`config.mk`:
```
export PLATFORM = sky130hd
export DESIGN_NAME = satellite_modem_session_fsm_flat
export DESIGN_NICKNAME = d
export VERILOG_FILES = /design/src/hdl/smsf_pkg.sv /design/src/hdl/smsf_ifs.sv /design/src/hdl/smsf_cfg.sv /design/src/hdl/smsf_step.sv /design/src/hdl/satellite_modem_session_fsm.sv /design/src/flat_wrapper.sv
export SDC_FILE = /design/constraint.sdc
export NUM_CORES = 1
export LEC_CHECK = 0
export CAP_MARGIN = 20
export CELL_PAD_IN_SITES_DETAIL_PLACEMENT = 2
export CELL_PAD_IN_SITES_GLOBAL_PLACEMENT = 2
export CORE_ASPECT_RATIO = 0.7
export CORE_MARGIN = 3
export CORE_UTILIZATION = 31
export DETAILED_ROUTE_END_ITERATION = 16
export DONT_BUFFER_PORTS = 1
export PLACE_DENSITY_LB_ADDON = 0.1
export SLEW_MARGIN = 20
export SYNTH_ARGS = -nofsm -noshare
export SYNTH_HDL_FRONTEND = slang
export SYNTH_HIERARCHICAL = 1
export SYNTH_SLANG_ARGS = --single-unit
```
`constraint.sdc`:
```
create_clock -name clk -period 14.8 [get_ports clk]
set_input_delay 2.96 -clock clk [delete_from_list [all_inputs] [get_ports clk]]
set_output_delay 2.96 -clock clk [all_outputs]
set_load 0.05 [all_outputs]
```
`src/hdl/smsf_pkg.sv`:
```
// ---------------------------------------------------------------------------
// smsf_pkg
// Types, codes and reset values shared by the modem session sequencer.
// ---------------------------------------------------------------------------
package smsf_pkg;

    localparam int PACKETS_PER_SNAPSHOT = 8;

    localparam int LIMIT_W = 20;
    localparam int CODE_W  = 8;
    localparam int TICK_W  = 32;

    // radio states
    localparam logic [2:0] ST_DISABLED   = 3'd0;
    localparam logic [2:0] ST_CONFIG     = 3'd1;
    localparam logic [2:0] ST_WAIT       = 3'd2;
    localparam logic [2:0] ST_TRANSCEIVE = 3'd3;
    localparam logic [2:0] ST_READ       = 3'd4;
    localparam logic [2:0] ST_WRITE      = 3'd5;

    // sub-task commands
    localparam logic [2:0] CMD_NONE       = 3'd0;
    localparam logic [2:0] CMD_CONFIG     = 3'd1;
    localparam logic [2:0] CMD_WRITE      = 3'd2;
    localparam logic [2:0] CMD_TRANSCEIVE = 3'd3;
    localparam logic [2:0] CMD_READ       = 3'd4;

    // register indexes
    localparam logic [2:0] REG_WAIT_LIMIT       = 3'd0;
    localparam logic [2:0] REG_TRANSCEIVE_LIMIT = 3'd1;
    localparam logic [2:0] REG_CONFIG_LIMIT     = 3'd2;
    localparam logic [2:0] REG_WRITE_LIMIT      = 3'd3;
    localparam logic [2:0] REG_READ_LIMIT       = 3'd4;
    localparam logic [2:0] REG_OK_CODE          = 3'd5;
    localparam logic [2:0] REG_UNAVAILABLE_CODE = 3'd6;
    localparam logic [2:0] REG_TIMEOUT_CODE     = 3'd7;

    localparam logic [LIMIT_W-1:0] WAIT_LIMIT_RST       = 20'd1;
    localparam logic [LIMIT_W-1:0] TRANSCEIVE_LIMIT_RST = 20'd500;
    localparam logic [LIMIT_W-1:0] CONFIG_LIMIT_RST     = 20'd300;
    localparam logic [LIMIT_W-1:0] WRITE_LIMIT_RST      = 20'd300;
    localparam logic [LIMIT_W-1:0] READ_LIMIT_RST       = 20'd300;
    localparam logic [CODE_W-1:0]  OK_CODE_RST          = 8'h00;
    localparam logic [CODE_W-1:0]  UNAVAILABLE_CODE_RST = 8'h01;
    localparam logic [CODE_W-1:0]  TIMEOUT_CODE_RST     = 8'hFF;
    localparam logic [LIMIT_W-1:0] TRANSCEIVE_THIRD_RST = 20'(500 / 3);

    // floor(x/3) = (x * THIRD_MUL) >> THIRD_SHIFT for any 20-bit x
    localparam logic [LIMIT_W-1:0] THIRD_MUL   = 20'd699051;
    localparam int                 THIRD_SHIFT = 21;

    localparam logic [7:0] MO_NO_LINK_MAX = 8'd4;
    localparam logic [7:0] MT_RETRIEVED   = 8'd1;

    typedef struct packed {
        logic [LIMIT_W-1:0]       wait_limit;
        logic [LIMIT_W-1:0]       transceive_limit;
        logic [LIMIT_W-1:0]       transceive_third;
        logic [LIMIT_W-1:0]       config_limit;
        logic [LIMIT_W-1:0]       write_limit;
        logic [LIMIT_W-1:0]       read_limit;
        logic signed [CODE_W-1:0] ok_code;
        logic signed [CODE_W-1:0] unavailable_code;
        logic signed [CODE_W-1:0] timeout_code;
    } cfg_t;

    typedef struct packed {
        logic                     override_valid;
        logic [2:0]               override_state;
        logic signed [CODE_W-1:0] sub_result;
        logic                     seq_zero_before;
        logic                     seq_zero_after;
        logic [7:0]               mo_status;
        logic [7:0]               mt_status;
        logic [8:0]               mt_length;
        logic                     power_cycling;
    } tick_t;

    typedef struct packed {
        logic [2:0]               state_now;
        logic [2:0]               sub_command;
        logic                     restart_sub;
        logic signed [CODE_W-1:0] error_code;
        logic                     take_snapshot;
        logic                     packet_valid;
        logic [2:0]               packet_number;
        logic [8:0]               received_length;
        logic [TICK_W-1:0]        last_contact_tick;
        logic                     recovery_pending;
    } result_t;

endpackage

```
`src/hdl/smsf_ifs.sv`:
```
// ---------------------------------------------------------------------------
// smsf_ifs
// Valid/ready channels for tick beats and result beats.
// ---------------------------------------------------------------------------
interface smsf_tick_if;
    logic           valid;
    logic           ready;
    smsf_pkg::tick_t data;

    modport source (output valid, output data, input ready);
    modport sink   (input valid, input data, output ready);
endinterface

interface smsf_result_if;
    logic              valid;
    logic              ready;
    smsf_pkg::result_t data;

    modport source (output valid, output data, input ready);
    modport sink   (input valid, input data, output ready);
endinterface

```
`src/hdl/smsf_cfg.sv`:
```
// ---------------------------------------------------------------------------
// smsf_cfg
// Configuration registers; also keeps a third of the transceive budget.
// ---------------------------------------------------------------------------
module smsf_cfg (
    input  logic                            clk,
    input  logic                            rst_n,
    input  logic                            cfg_we,
    input  logic [2:0]                      cfg_index,
    input  logic [smsf_pkg::LIMIT_W-1:0]    cfg_data,
    output smsf_pkg::cfg_t                  cfg
);

    smsf_pkg::cfg_t                      cfg_reg;
    smsf_pkg::cfg_t                      cfg_next;
    logic [2*smsf_pkg::LIMIT_W-1:0]      third_prod;

    assign third_prod = cfg_data * smsf_pkg::THIRD_MUL;

    always_comb
    begin
        cfg_next = cfg_reg;
        if (cfg_we)
        begin
            unique case (cfg_index)
                smsf_pkg::REG_WAIT_LIMIT:
                    cfg_next.wait_limit = cfg_data;
                smsf_pkg::REG_TRANSCEIVE_LIMIT:
                begin
                    cfg_next.transceive_limit = cfg_data;
                    cfg_next.transceive_third =
                        smsf_pkg::LIMIT_W'(third_prod >> smsf_pkg::THIRD_SHIFT);
                end
                smsf_pkg::REG_CONFIG_LIMIT:
                    cfg_next.config_limit = cfg_data;
                smsf_pkg::REG_WRITE_LIMIT:
                    cfg_next.write_limit = cfg_data;
                smsf_pkg::REG_READ_LIMIT:
                    cfg_next.read_limit = cfg_data;
                smsf_pkg::REG_OK_CODE:
                    cfg_next.ok_code = cfg_data[smsf_pkg::CODE_W-1:0];
                smsf_pkg::REG_UNAVAILABLE_CODE:
                    cfg_next.unavailable_code = cfg_data[smsf_pkg::CODE_W-1:0];
                smsf_pkg::REG_TIMEOUT_CODE:
                    cfg_next.timeout_code = cfg_data[smsf_pkg::CODE_W-1:0];
                default:
                    cfg_next = cfg_reg;
            endcase
        end
    end

    always_ff @(posedge clk or negedge rst_n)
    begin
        if (!rst_n)
        begin
            cfg_reg.wait_limit       <= smsf_pkg::WAIT_LIMIT_RST;
            cfg_reg.transceive_limit <= smsf_pkg::TRANSCEIVE_LIMIT_RST;
            cfg_reg.transceive_third <= smsf_pkg::TRANSCEIVE_THIRD_RST;
            cfg_reg.config_limit     <= smsf_pkg::CONFIG_LIMIT_RST;
            cfg_reg.write_limit      <= smsf_pkg::WRITE_LIMIT_RST;
            cfg_reg.read_limit       <= smsf_pkg::READ_LIMIT_RST;
            cfg_reg.ok_code          <= smsf_pkg::OK_CODE_RST;
            cfg_reg.unavailable_code <= smsf_pkg::UNAVAILABLE_CODE_RST;
            cfg_reg.timeout_code     <= smsf_pkg::TIMEOUT_CODE_RST;
        end
        else
        begin
            cfg_reg <= cfg_next;
        end
    end

    assign cfg = cfg_reg;

endmodule

```
`src/hdl/smsf_step.sv`:
```
// ---------------------------------------------------------------------------
// smsf_step
// Session state and the per-tick transition logic.
// ---------------------------------------------------------------------------
module smsf_step #(
    parameter int PACKETS_PER_SNAPSHOT = smsf_pkg::PACKETS_PER_SNAPSHOT
) (
    input  logic              clk,
    input  logic              rst_n,
    input  logic              fire,
    input  smsf_pkg::cfg_t    cfg,
    input  smsf_pkg::tick_t   item,
    output smsf_pkg::result_t res
);

    localparam int PIDX_W = (PACKETS_PER_SNAPSHOT > 1) ? $clog2(PACKETS_PER_SNAPSHOT) : 1;
    localparam logic [PIDX_W:0] PIDX_LAST = (PIDX_W + 1)'(PACKETS_PER_SNAPSHOT - 1);
    localparam int TW = smsf_pkg::TICK_W;
    localparam int LW = smsf_pkg::LIMIT_W;
    localparam int CW = smsf_pkg::CODE_W;

    logic [2:0]        mode_reg,    mode_next;
    logic [TW-1:0]     tick_reg;
    logic [TW-1:0]     entry_reg,   entry_next;
    logic [PIDX_W-1:0] pidx_reg,    pidx_next;
    logic              rec_reg,     rec_next;
    logic [CW-1:0]     err_reg,     err_next;
    logic [8:0]        len_reg,     len_next;
    logic [TW-1:0]     contact_reg, contact_next;

    logic [2:0]        mode;
    logic [TW-1:0]     elapsed;
    logic              finished;
    logic              real_err;
    logic              restart;
    logic [2:0]        cmd;
    logic              snap;
    logic              pkt_valid;
    logic [PIDX_W-1:0] pkt_idx;
    logic [PIDX_W+2:0] pkt_ext;
    logic [PIDX_W-1:0] pidx_inc;
    logic [LW-1:0]     left;
    logic              retry_over;
    logic              rec_cur;
    logic              tmo_cfg, tmo_wait, tmo_write, tmo_xcv, tmo_read;

    assign mode     = item.override_valid ? item.override_state : mode_reg;
    assign elapsed  = tick_reg - entry_reg;
    assign finished = item.seq_zero_after && (elapsed > TW'(1));
    assign real_err = (item.sub_result != cfg.ok_code)
                   && (item.sub_result != cfg.unavailable_code);

    assign tmo_cfg   = elapsed > TW'(cfg.config_limit);
    assign tmo_wait  = elapsed > TW'(cfg.wait_limit);
    assign tmo_write = elapsed > TW'(cfg.write_limit);
    assign tmo_xcv   = elapsed > TW'(cfg.transceive_limit);
    assign tmo_read  = elapsed > TW'(cfg.read_limit);

    // only used while elapsed is within the transceive budget
    assign left       = cfg.transceive_limit - elapsed[LW-1:0];
    assign retry_over = {1'b0, left} <= ({1'b0, cfg.transceive_third} + (LW + 1)'(1));

    assign pidx_inc = ({1'b0, pidx_reg} == PIDX_LAST) ? '0 : pidx_reg + PIDX_W'(1);

    always_comb
    begin
        mode_next    = mode;
        entry_next   = entry_reg;
        pidx_next    = pidx_reg;
        rec_next     = rec_reg;
        err_next     = err_reg;
        len_next     = len_reg;
        contact_next = contact_reg;
        restart      = 1'b0;
        cmd          = smsf_pkg::CMD_NONE;
        snap         = 1'b0;
        pkt_valid    = 1'b0;
        pkt_idx      = '0;
        rec_cur      = rec_reg;

        unique case (mode)
            smsf_pkg::ST_DISABLED:
            begin
                restart    = 1'b1;
                entry_next = tick_reg;
            end
            smsf_pkg::ST_CONFIG:
            begin
                if (tmo_cfg)
                begin
                    err_next = cfg.timeout_code;
                    rec_next = 1'b1;
                    mode_next = smsf_pkg::ST_WAIT;
                    restart = 1'b1;
                    entry_next = tick_reg;
                end
                else
                begin
                    cmd = smsf_pkg::CMD_CONFIG;
                    if (real_err)
                    begin
                        err_next = item.sub_result;
                        rec_next = 1'b1;
                        mode_next = smsf_pkg::ST_WAIT;
                        restart = 1'b1;
                        entry_next = tick_reg;
                    end
                    else if (finished)
                    begin
                        pidx_next = '0;
                        mode_next = smsf_pkg::ST_WRITE;
                        restart = 1'b1;
                        entry_next = tick_reg;
                    end
                end
            end
            smsf_pkg::ST_WRITE:
            begin
                if (tmo_write)
                begin
                    err_next = cfg.timeout_code;
                    rec_next = 1'b1;
                    mode_next = smsf_pkg::ST_WAIT;
                    restart = 1'b1;
                    entry_next = tick_reg;
                end
                else
                begin
                    if (item.seq_zero_before && (elapsed <= TW'(1)))
                    begin
                        snap      = (pidx_reg == '0);
                        pkt_valid = 1'b1;
                        pkt_idx   = pidx_reg;
                        pidx_next = pidx_inc;
                    end
                    cmd = smsf_pkg::CMD_WRITE;
                    if (real_err)
                    begin
                        err_next = item.sub_result;
                        rec_next = 1'b1;
                        mode_next = smsf_pkg::ST_WAIT;
                        restart = 1'b1;
                        entry_next = tick_reg;
                    end
                    else if (finished)
                    begin
                        mode_next = smsf_pkg::ST_TRANSCEIVE;
                        restart = 1'b1;
                        entry_next = tick_reg;
                    end
                end
            end
            smsf_pkg::ST_TRANSCEIVE:
            begin
                if (tmo_xcv)
                begin
                    err_next = cfg.timeout_code;
                    rec_next = 1'b1;
                    mode_next = smsf_pkg::ST_WAIT;
                    restart = 1'b1;
                    entry_next = tick_reg;
                end
                else
                begin
                    cmd = smsf_pkg::CMD_TRANSCEIVE;
                    if (real_err)
                    begin
                        err_next = item.sub_result;
                        rec_next = 1'b1;
                        mode_next = smsf_pkg::ST_WAIT;
                        restart = 1'b1;
                        entry_next = tick_reg;
                    end
                    else if (finished)
                    begin
                        if (item.mo_status > smsf_pkg::MO_NO_LINK_MAX)
                        begin
                            if (retry_over)
                            begin
                                pidx_next = '0;
                                mode_next = smsf_pkg::ST_WRITE;
                                restart = 1'b1;
                                entry_next = tick_reg;
                            end
                        end
                        else
                        begin
                            contact_next = tick_reg;
                            mode_next = (item.mt_status == smsf_pkg::MT_RETRIEVED)
                                      ? smsf_pkg::ST_READ : smsf_pkg::ST_WRITE;
                            restart = 1'b1;
                            entry_next = tick_reg;
                        end
                    end
                end
            end
            smsf_pkg::ST_READ:
            begin
                if (tmo_read)
                begin
                    err_next = cfg.timeout_code;
                    rec_next = 1'b1;
                    mode_next = smsf_pkg::ST_WAIT;
                    restart = 1'b1;
                    entry_next = tick_reg;
                end
                else
                begin
                    cmd = smsf_pkg::CMD_READ;
                    if (real_err)
                    begin
                        err_next = item.sub_result;
                        rec_next = 1'b1;
                        mode_next = smsf_pkg::ST_WAIT;
                        restart = 1'b1;
                        entry_next = tick_reg;
                    end
                    else if (finished)
                    begin
                        len_next = item.mt_length;
                        mode_next = smsf_pkg::ST_WRITE;
                        restart = 1'b1;
                        entry_next = tick_reg;
                    end
                end
            end
            default:
            begin
                // wait, and the invalid codes which force recovery
                if (mode != smsf_pkg::ST_WAIT)
                begin
                    rec_cur = 1'b1;
                end
                rec_next = rec_cur;
                if (tmo_wait && !item.power_cycling)
                begin
                    restart = 1'b1;
                    entry_next = tick_reg;
                    if (rec_cur)
                    begin
                        rec_next = 1'b0;
                        mode_next = smsf_pkg::ST_CONFIG;
                    end
                    else
                    begin
                        pidx_next = '0;
                        mode_next = smsf_pkg::ST_WRITE;
                    end
                end
            end
        endcase
    end

    assign pkt_ext = {3'b000, pkt_idx};

    always_comb
    begin
        res.state_now         = mode_next;
        res.sub_command       = cmd;
        res.restart_sub       = restart;
        res.error_code        = err_next;
        res.take_snapshot     = snap;
        res.packet_valid      = pkt_valid;
        res.packet_number     = pkt_ext[2:0];
        res.received_length   = len_next;
        res.last_contact_tick = contact_next;
        res.recovery_pending  = rec_next;
    end

    always_ff @(posedge clk or negedge rst_n)
    begin
        if (!rst_n)
        begin
            mode_reg    <= smsf_pkg::ST_DISABLED;
            tick_reg    <= '0;
            entry_reg   <= '0;
            pidx_reg    <= '0;
            rec_reg     <= 1'b0;
            err_reg     <= '0;
            len_reg     <= '0;
            contact_reg <= '0;
        end
        else if (fire)
        begin
            mode_reg    <= mode_next;
            tick_reg    <= tick_reg + TW'(1);
            entry_reg   <= entry_next;
            pidx_reg    <= pidx_next;
            rec_reg     <= rec_next;
            err_reg     <= err_next;
            len_reg     <= len_next;
            contact_reg <= contact_next;
        end
    end

endmodule

```
`src/hdl/satellite_modem_session_fsm.sv`:
```
// ---------------------------------------------------------------------------
// satellite_modem_session_fsm
// Modem session sequencer: one control tick in, one result beat out.
// ---------------------------------------------------------------------------
// Usage:
//   tick   : valid/ready sink; each beat is one control tick carrying the
//            radio sub-task results for that tick.
//   result : valid/ready source; exactly one beat per tick beat, in order.
//   cfg_we/cfg_index/cfg_data : register writes, taken on any edge with
//            cfg_we high; write only while no tick is in flight.
// Path: a taken tick beat is registered in the input register, processed
//   once the result register is free, and its result beat is registered.
// Throughput: one tick per cycle while every result beat is taken; an
//   untaken result beat stalls the state update between the two registers.
// Reset: the session is disabled, tick counter, error, lengths and contact
//   tick clear and the configuration registers take their defaults.
// Stall: while result is not taken the result beat holds; one further tick
//   beat is held in the input register, after which tick.ready drops.
// ---------------------------------------------------------------------------
module satellite_modem_session_fsm #(
    parameter int PACKETS_PER_SNAPSHOT = smsf_pkg::PACKETS_PER_SNAPSHOT
) (
    input  logic                         clk,
    input  logic                         rst_n,
    smsf_tick_if.sink                    tick,
    smsf_result_if.source                result,
    input  logic                         cfg_we,
    input  logic [2:0]                   cfg_index,
    input  logic [smsf_pkg::LIMIT_W-1:0] cfg_data
);

    smsf_pkg::cfg_t    cfg;
    smsf_pkg::tick_t   in_data_reg;
    logic              in_valid_reg;
    smsf_pkg::result_t out_data_reg;
    logic              out_valid_reg;
    smsf_pkg::result_t step_res;
    logic              fire;

    assign fire       = in_valid_reg && (!out_valid_reg || result.ready);
    assign tick.ready = !in_valid_reg || fire;

    smsf_cfg u_cfg (
        .clk       (clk),
        .rst_n     (rst_n),
        .cfg_we    (cfg_we),
        .cfg_index (cfg_index),
        .cfg_data  (cfg_data),
        .cfg       (cfg)
    );

    smsf_step #(
        .PACKETS_PER_SNAPSHOT (PACKETS_PER_SNAPSHOT)
    ) u_step (
        .clk   (clk),
        .rst_n (rst_n),
        .fire  (fire),
        .cfg   (cfg),
        .item  (in_data_reg),
        .res   (step_res)
    );

    always_ff @(posedge clk or negedge rst_n)
    begin
        if (!rst_n)
        begin
            in_valid_reg  <= 1'b0;
            out_valid_reg <= 1'b0;
        end
        else
        begin
            if (tick.ready)
            begin
                in_valid_reg <= tick.valid;
            end
            if (fire)
            begin
                out_valid_reg <= 1'b1;
            end
            else if (result.ready)
            begin
                out_valid_reg <= 1'b0;
            end
        end
    end

    always_ff @(posedge clk)
    begin
        if (tick.ready && tick.valid)
        begin
            in_data_reg <= tick.data;
        end
        if (fire)
        begin
            out_data_reg <= step_res;
        end
    end

    assign result.valid = out_valid_reg;
    assign result.data  = out_data_reg;

endmodule

```
`src/flat_wrapper.sv`:
```
// flat-port wrapper written by rule: the top's interface ports become plain ports
module satellite_modem_session_fsm_flat 
#(
    parameter int PACKETS_PER_SNAPSHOT = smsf_pkg::PACKETS_PER_SNAPSHOT
)
  (clk, rst_n, cfg_we, cfg_index, cfg_data, tick_valid, tick_data, tick_ready, result_valid, result_data, result_ready);
  smsf_tick_if tick_i ();
  smsf_result_if result_i ();
  input  logic clk;
  input  logic rst_n;
  input  logic cfg_we;
  input  logic [2:0] cfg_index;
  input  logic [smsf_pkg::LIMIT_W-1:0] cfg_data;
  input wire logic [$bits(tick_i.valid)-1:0] tick_valid;
  input wire logic [$bits(tick_i.data)-1:0] tick_data;
  output wire logic [$bits(tick_i.ready)-1:0] tick_ready;
  output wire logic [$bits(result_i.valid)-1:0] result_valid;
  output wire logic [$bits(result_i.data)-1:0] result_data;
  input wire logic [$bits(result_i.ready)-1:0] result_ready;
  assign tick_i.valid = tick_valid;
  assign tick_i.data = tick_data;
  assign tick_ready = tick_i.ready;
  assign result_valid = result_i.valid;
  assign result_data = result_i.data;
  assign result_i.ready = result_ready;
  satellite_modem_session_fsm #(.PACKETS_PER_SNAPSHOT(PACKETS_PER_SNAPSHOT)) u_core (.clk(clk), .rst_n(rst_n), .tick(tick_i), .result(result_i), .cfg_we(cfg_we), .cfg_index(cfg_index), .cfg_data(cfg_data));
endmodule
```
==> Word-level counts from Yosys, hierarchy flattened <==
Index checks and enable logic that the tools add are counted.
{ "word_totals": {"reg_bits": 367, "input_bits": 68, "output_inout_bits": 64, "wordCells": 203} }
{ "classes": {"n_addsub": 5, "mul": 1, "magnitude_cmp": 9, "eq_ne": 29, "n_mux": 87, "n_bitwise": 3, "n_reduce_logical": 31} }
{ "op_table": {"columns": ["cell", "n"], "rows": [
  ["two-way mux 32 bit", 16],
  ["greater-than comparator 32 x 20 -> 1 bit", 5],
  ["case mux 32 bit (5 select lines)", 1],
  ["two-way mux 3 bit", 29],
  ["multiplier 20 x 20 -> 40 bit, second input constant", 1],
  ["two-way mux 8 bit", 5],
  ["two-way mux 9 bit", 4],
  ["adder 32 x 1 -> 32 bit, second input constant", 1],
  ["greater-than comparator 32 x 1 -> 1 bit, second input constant", 1],
  ["<= comparator 32 x 1 -> 1 bit, second input constant", 1],
  ["case mux 8 bit (4 select lines)", 1],
  ["subtractor 32 bit", 1],
  ["two-way mux 1 bit", 24],
  ["case mux 3 bit (4 select lines)", 2],
  ["equality test 3 bit, second input constant", 7],
  ["adder 19 x 1 -> 20 bit, second input constant", 1],
  ["<= comparator 20 bit", 1],
  ["!= test 2 bit, second input constant", 10],
  ["subtractor 20 bit", 1],
  ["!= test 8 bit", 2],
  ["AND reduction 2 bit", 8],
  ["case mux 3 bit (5 select lines)", 1],
  ["AND reduction 14 bit", 1],
  ["case mux 1 bit (5 select lines)", 2],
  ["other kinds (22)", 39]
]} }

==> Depth between registers and ports, before layout <==
{ "logic_depth": {"ltp_word": 9, "ltp_mapped": 34, "ltp_nobuf": 31} }

==> By module <==
Netlist, hierarchy kept.
{ "by_module_without_submodules": {"columns": ["module", "instances", "cells_each", "area_per_inst_um2", "seq_area_each_um2"], "rows": [
  ["smsf_step", 1, 1624, 13561.8, 3002.9],
  ["smsf_cfg", 1, 1163, 12605.8, 3618.5],
  ["satellite_modem_session_fsm", 1, 110, 3166.8, 3113.0]
]} }

==> Worst setup path before layout <==
Ideal clock, no wire load.
{ "synth_timing": {"kind": "input-to-reg", "from": "in cfg_data[5] (netlist name)", "to": "reg u_core.u_cfg.cfg_reg, in the netlist u_core/u_cfg/cfg[101]", "setup_time_ns": 0.120, "arrival_time_ns": 7.878, "required_ns": 14.680, "path_slack_ns": 6.803, "path_stages": 20, "n_path_buf": 0, "cell_sequence": "ha_1 ha_1 inv_1 fa_1 inv_1 fa_1 fa_1 fa_1 inv_1 fa_1 inv_1 ha_1 a21o_1 or3_1 a311oi_1 a21oi_1 nand3_2 a21oi_2 or3_1 a31o_1"} }
{ "synth_via": {"elab_chain_len": 1} }
{ "synth_rtl": {"columns": ["item", "line", "source"], "rows": [
  ["start, declared", "flat_wrapper.sv:13", "input logic [smsf_pkg::LIMIT_W-1:0] cfg_data;"],
  ["multiplier 20 x 20 -> 40 bit", "smsf_cfg.sv:18", "assign third_prod = cfg_data * smsf_pkg::THIRD_MUL;"],
  ["end signal, assigned", "smsf_cfg.sv:68", "cfg_reg <= cfg_next;"],
  ["end, declared", "smsf_cfg.sv:14", "smsf_pkg::cfg_t cfg_reg;"]
]} }
Every way passes these cells.
A chain may end at the register's enable or synchronous reset.

==> Final worst setup path <==
{ "layout_timing": {"from": "reg u_core.u_step.tick_reg[0]", "to": "reg u_core.u_step.entry_reg[17]"} }
{ "layout_via": {"elab_chain_len": 7, "word_cells_on_any_way": 22, "classes_between": "add/sub (2); order compare (7); eq/ne (2); mux (7); reduce/logical (4)"} }
{ "layout_rtl": {"columns": ["item", "line", "source"], "rows": [
  ["start, declared", "smsf_step.sv:23", "logic [TW-1:0] tick_reg;"],
  ["start signal, assigned", "smsf_step.sv:286", "tick_reg <= tick_reg + TW'(1);"],
  ["subtractor 32 bit *", "smsf_step.sv:48", "assign elapsed = tick_reg - entry_reg;"],
  ["parallel branches: the longest is 6 deep, another holds subtractor 20 bit", null, null],
  ["end signal, assigned", "smsf_step.sv:287", "entry_reg <= entry_next;"],
  ["end, declared", "smsf_step.sv:24", "logic [TW-1:0] entry_reg, entry_next;"]
]} }
Every way passes the cells marked *.

==> impl_metrics.yaml <==
setup_path:
  crit-reg2reg-capture: "u_core/u_step/entry_reg[17]"
  critical_path.endpoint: "u_core/u_step/entry_reg[17]"
  cp-end-kind: "flip-flop"
  crit_type: "flip-flop to flip-flop"
  worst-path-max-fanout: 31
  rr_worst_depth: 30
  arrival_ns: 9.38
  critPathRequiredTime_ns: 15.29
  reg2reg_slack_ns: 5.92
  cp_max_stage_delay_ns: 0.83
  r2r-start: "u_core/u_step/tick_reg[0]"
  crit_path_start: "u_core/u_step/tick_reg[0]"
  setup.worst_path.start_class: "flip-flop"
  slowest_stage: "sky130_fd_sc_hd__a221oi_1"
cts:
  cts_setup_buffers: 0
  cts.sink_count: 367
  hold_buffers: 0
  clk_pin_slew_worst_paths_ns: 0.06
  cts_made_buffers: 40
  cts_tree: "done"
  h-tree-depth: 2
  postcts_resize_cnt: 0
  clockRootBuffer: "sky130_fd_sc_hd__clkbuf_16"
  clkLatencyLatePin_ns: 0.59
  max-clock-path-buffers: 3
yosys:
  synthesized_instance_count: 2897
  synth_edf_count: 102
  synth_area_sq_mm: 0.0293
  postSynthNetCount: 3453
  netlist.area_leader.share_pct: 19.9
  synth.yosys.warnings: 6
  synth_top_flop_cell: "sky130_fd_sc_hd__dfrtp_1"
  synth_async_sr_flop_share_pct: 72.2
  synth_seq_cells: 367
  post-synth-top-area-cell: "sky130_fd_sc_hd__dfrtp_1"
  synth.avg_cell_area_sq_um: 10.1
  post_synth_cell_types: 112
  synth-seq-area-share_pct: 33.2
  ys_top_cells_by_area: "sky130_fd_sc_hd__dfrtp_1 20%, sky130_fd_sc_hd__ha_1 15%, sky130_fd_sc_hd__edfxtp_1 10%"
layout:
  layout_common_cells: "398 x sky130_fd_sc_hd__inv_1, 351 x sky130_fd_sc_hd__ha_1, 246 x sky130_fd_sc_hd__nand2_1"
  most_common_cell_after_layout_fill_and_taps_aside: "sky130_fd_sc_hd__inv_1"
  drive_gt1_share_pct: 12.3
  largest_register_ff_count: 143
  nNetsFinal: 3433
  n_fill_cell: 10000
  flow.area_growth_from_synthesis_pct: 9.40
grt:
  grt_first_pass_wirelength_um: 160000
  first_global_vias: 24200
  grt_antenna_before_repair: 8
  grt_start_max_net_pins: 266
  met3_usage_pct: 4.65
  global_route.usage.total_pct: 21.2
  global_route.usage.met2_pct: 30.2
  groute.layer.met1.usage_pct: 33.1
  grt-ovfl-total: 0
  most_crowded_layer_gr: "met1"
placed_design:
  place_congestion: 0.851
  pre_cts_ws_ns: 6.05
  half_perimeter_wire_length_after_detailed_placement_um: 83200
  placement.io_buffers: 0
sta:
  final_critical_path_setup_slack_ns: 5.92
  final_min_period_over_clock_period_pct: 60.0
  setup_viol: 0
  rsz_0062_raised_after_global_routing: "false"
  timing.max_slew.rel_slack_pct: 18.9
  skew_ns: 0.0192
  transition_time_at_the_pin_with_the_least_slew_margin_ns: 1.21
  drv_slew: 0
  sum_of_negative_setup_slack_ns: 0
  report.final.hold_viol_count: 0
  post-route-min-period_ns: 8.88
  fmax_mhz: 113
floorplanning:
  die-height_um: 263
  dieArea_sq_mm: 0.0984
  die-width_um: 374
  initial_core_utilization_pct: 31.6
  number_of_rows_in_the_core_area: 93
  core_area_sq_mm: 0.0929
  boundaryPins: 132
run:
  max_cap_violations: 0
detailed_routing:
  vias_per_cell: 5.33
  dr_drc_count: 0
  drt_iter0_drc: 1243
  drt-pass1-iter-count: 6
  drt-wirelength-per-cell_um: 25.3
  num_vias: 22100
  wl_um: 105000
  route.antenna.remaining_nets: 0
status:
  status: "finished, final reports clean"
min_path:
  classification_of_the_worst_slack_hold_path: "flip-flop to flip-flop"
## worst min-delay path by stage
stage                                        from                       endpoint  slack, ns  cells past startpoint
floorplan                   u_core/u_cfg/cfg[106]          u_core/u_cfg/cfg[106]       0.45                      2
global placement             u_core/u_cfg/cfg[50]           u_core/u_cfg/cfg[50]       0.46                      2
detailed placement          u_core/u_cfg/cfg[106]          u_core/u_cfg/cfg[106]       0.47                      2
CTS                         u_core/u_cfg/cfg[106]          u_core/u_cfg/cfg[106]       0.49                      2
global route        u_core/u_step/contact_reg[21]  u_core/u_step/contact_reg[21]       0.51                      1
finish                       u_core/u_cfg/cfg[50]           u_core/u_cfg/cfg[50]       0.49                      2
## cell usage after synthesis, types with 17 or more instances
cell                       count
sky130_fd_sc_hd__a21o_1       56
sky130_fd_sc_hd__a21oi_1     109
sky130_fd_sc_hd__a22oi_1      65
sky130_fd_sc_hd__a31oi_1      19
sky130_fd_sc_hd__and3_1       34
sky130_fd_sc_hd__buf_2        17
sky130_fd_sc_hd__clkbuf_1     58
sky130_fd_sc_hd__dfrtp_1     233
sky130_fd_sc_hd__dfstp_2      32
sky130_fd_sc_hd__edfxtp_1    102
sky130_fd_sc_hd__fa_1        137
sky130_fd_sc_hd__ha_1        351
sky130_fd_sc_hd__inv_1       398
sky130_fd_sc_hd__mux2_2      144
sky130_fd_sc_hd__mux2_4       26
sky130_fd_sc_hd__nand2_1     247
sky130_fd_sc_hd__nand2b_1     23
sky130_fd_sc_hd__nand3_1      58
sky130_fd_sc_hd__nand4_1      53
sky130_fd_sc_hd__nor2_1       92
sky130_fd_sc_hd__nor2b_1      20
sky130_fd_sc_hd__nor3_1       31
sky130_fd_sc_hd__o21ai_0     124
sky130_fd_sc_hd__o21ai_1      51
sky130_fd_sc_hd__xnor2_1      77
sky130_fd_sc_hd__xor2_1       49
## critical path, delay by kind of cell (launching register included)
family                     cells  cell delay, ns
and+or+nand+nor                8            1.39
DFF                            1            0.50
adders and majority gates      3            1.13
buffers and inverters          4            1.29
AOI/OAI and AO/OA             15            4.43
## logic make-up (layout without fill, tap and decap cells)
family                   count (synthesis)  count (layout)  share of synthesized area [%]
multiplexers                           183             183                           7.33
AO/OA/AOI/OAI                          597             597                           13.7
other                                    1               4                         0.0128
adder cells (fa/ha/maj)                490             490                           24.4
flip-flops                             367             367                           33.2
XOR/XNOR                               126             126                           3.76
buffers and inverters                  489             501                           6.58
AND/OR/NAND/NOR                        644             644                           11.0
## final cells by class
type                       count  area, sq um  area share (%)
sequential                   367         9730            30.3
clock inverter                25          285           0.889
tap                         1235         1550            4.82
antenna                        3         7.51          0.0234
timing repair buffer          28          210           0.655
clock buffer                  49         1100            3.42
multi-input combinational   2041        17700            55.2
inverter                     399         1500            4.67
## metal layers
layer  vias up  routed length (um)  part of all wire (%)
met5         -                  17                 0.016
met1     11600               55200                    53
met3        68                6030                   5.7
met4         2                 912                  0.87
li1      10100                   -                     -
met2       323               42800                    41
## stage by stage
step	utilization [%]	std cells	hold slack (ns)	cell area (sq um)
floorplan	-	2897	0.449	29300
global placement	33.1	4070	0.465	30700
detailed placement	33.1	4070	0.475	30700
CTS	34.6	4144	0.486	32100
global route	34.6	4144	0.515	32100
finish	34.6	4147	0.487	32100
Power is left out: the tool's default activity adds up to more than one toggle a clock period on the data nets, which glitch-free logic cannot reach.
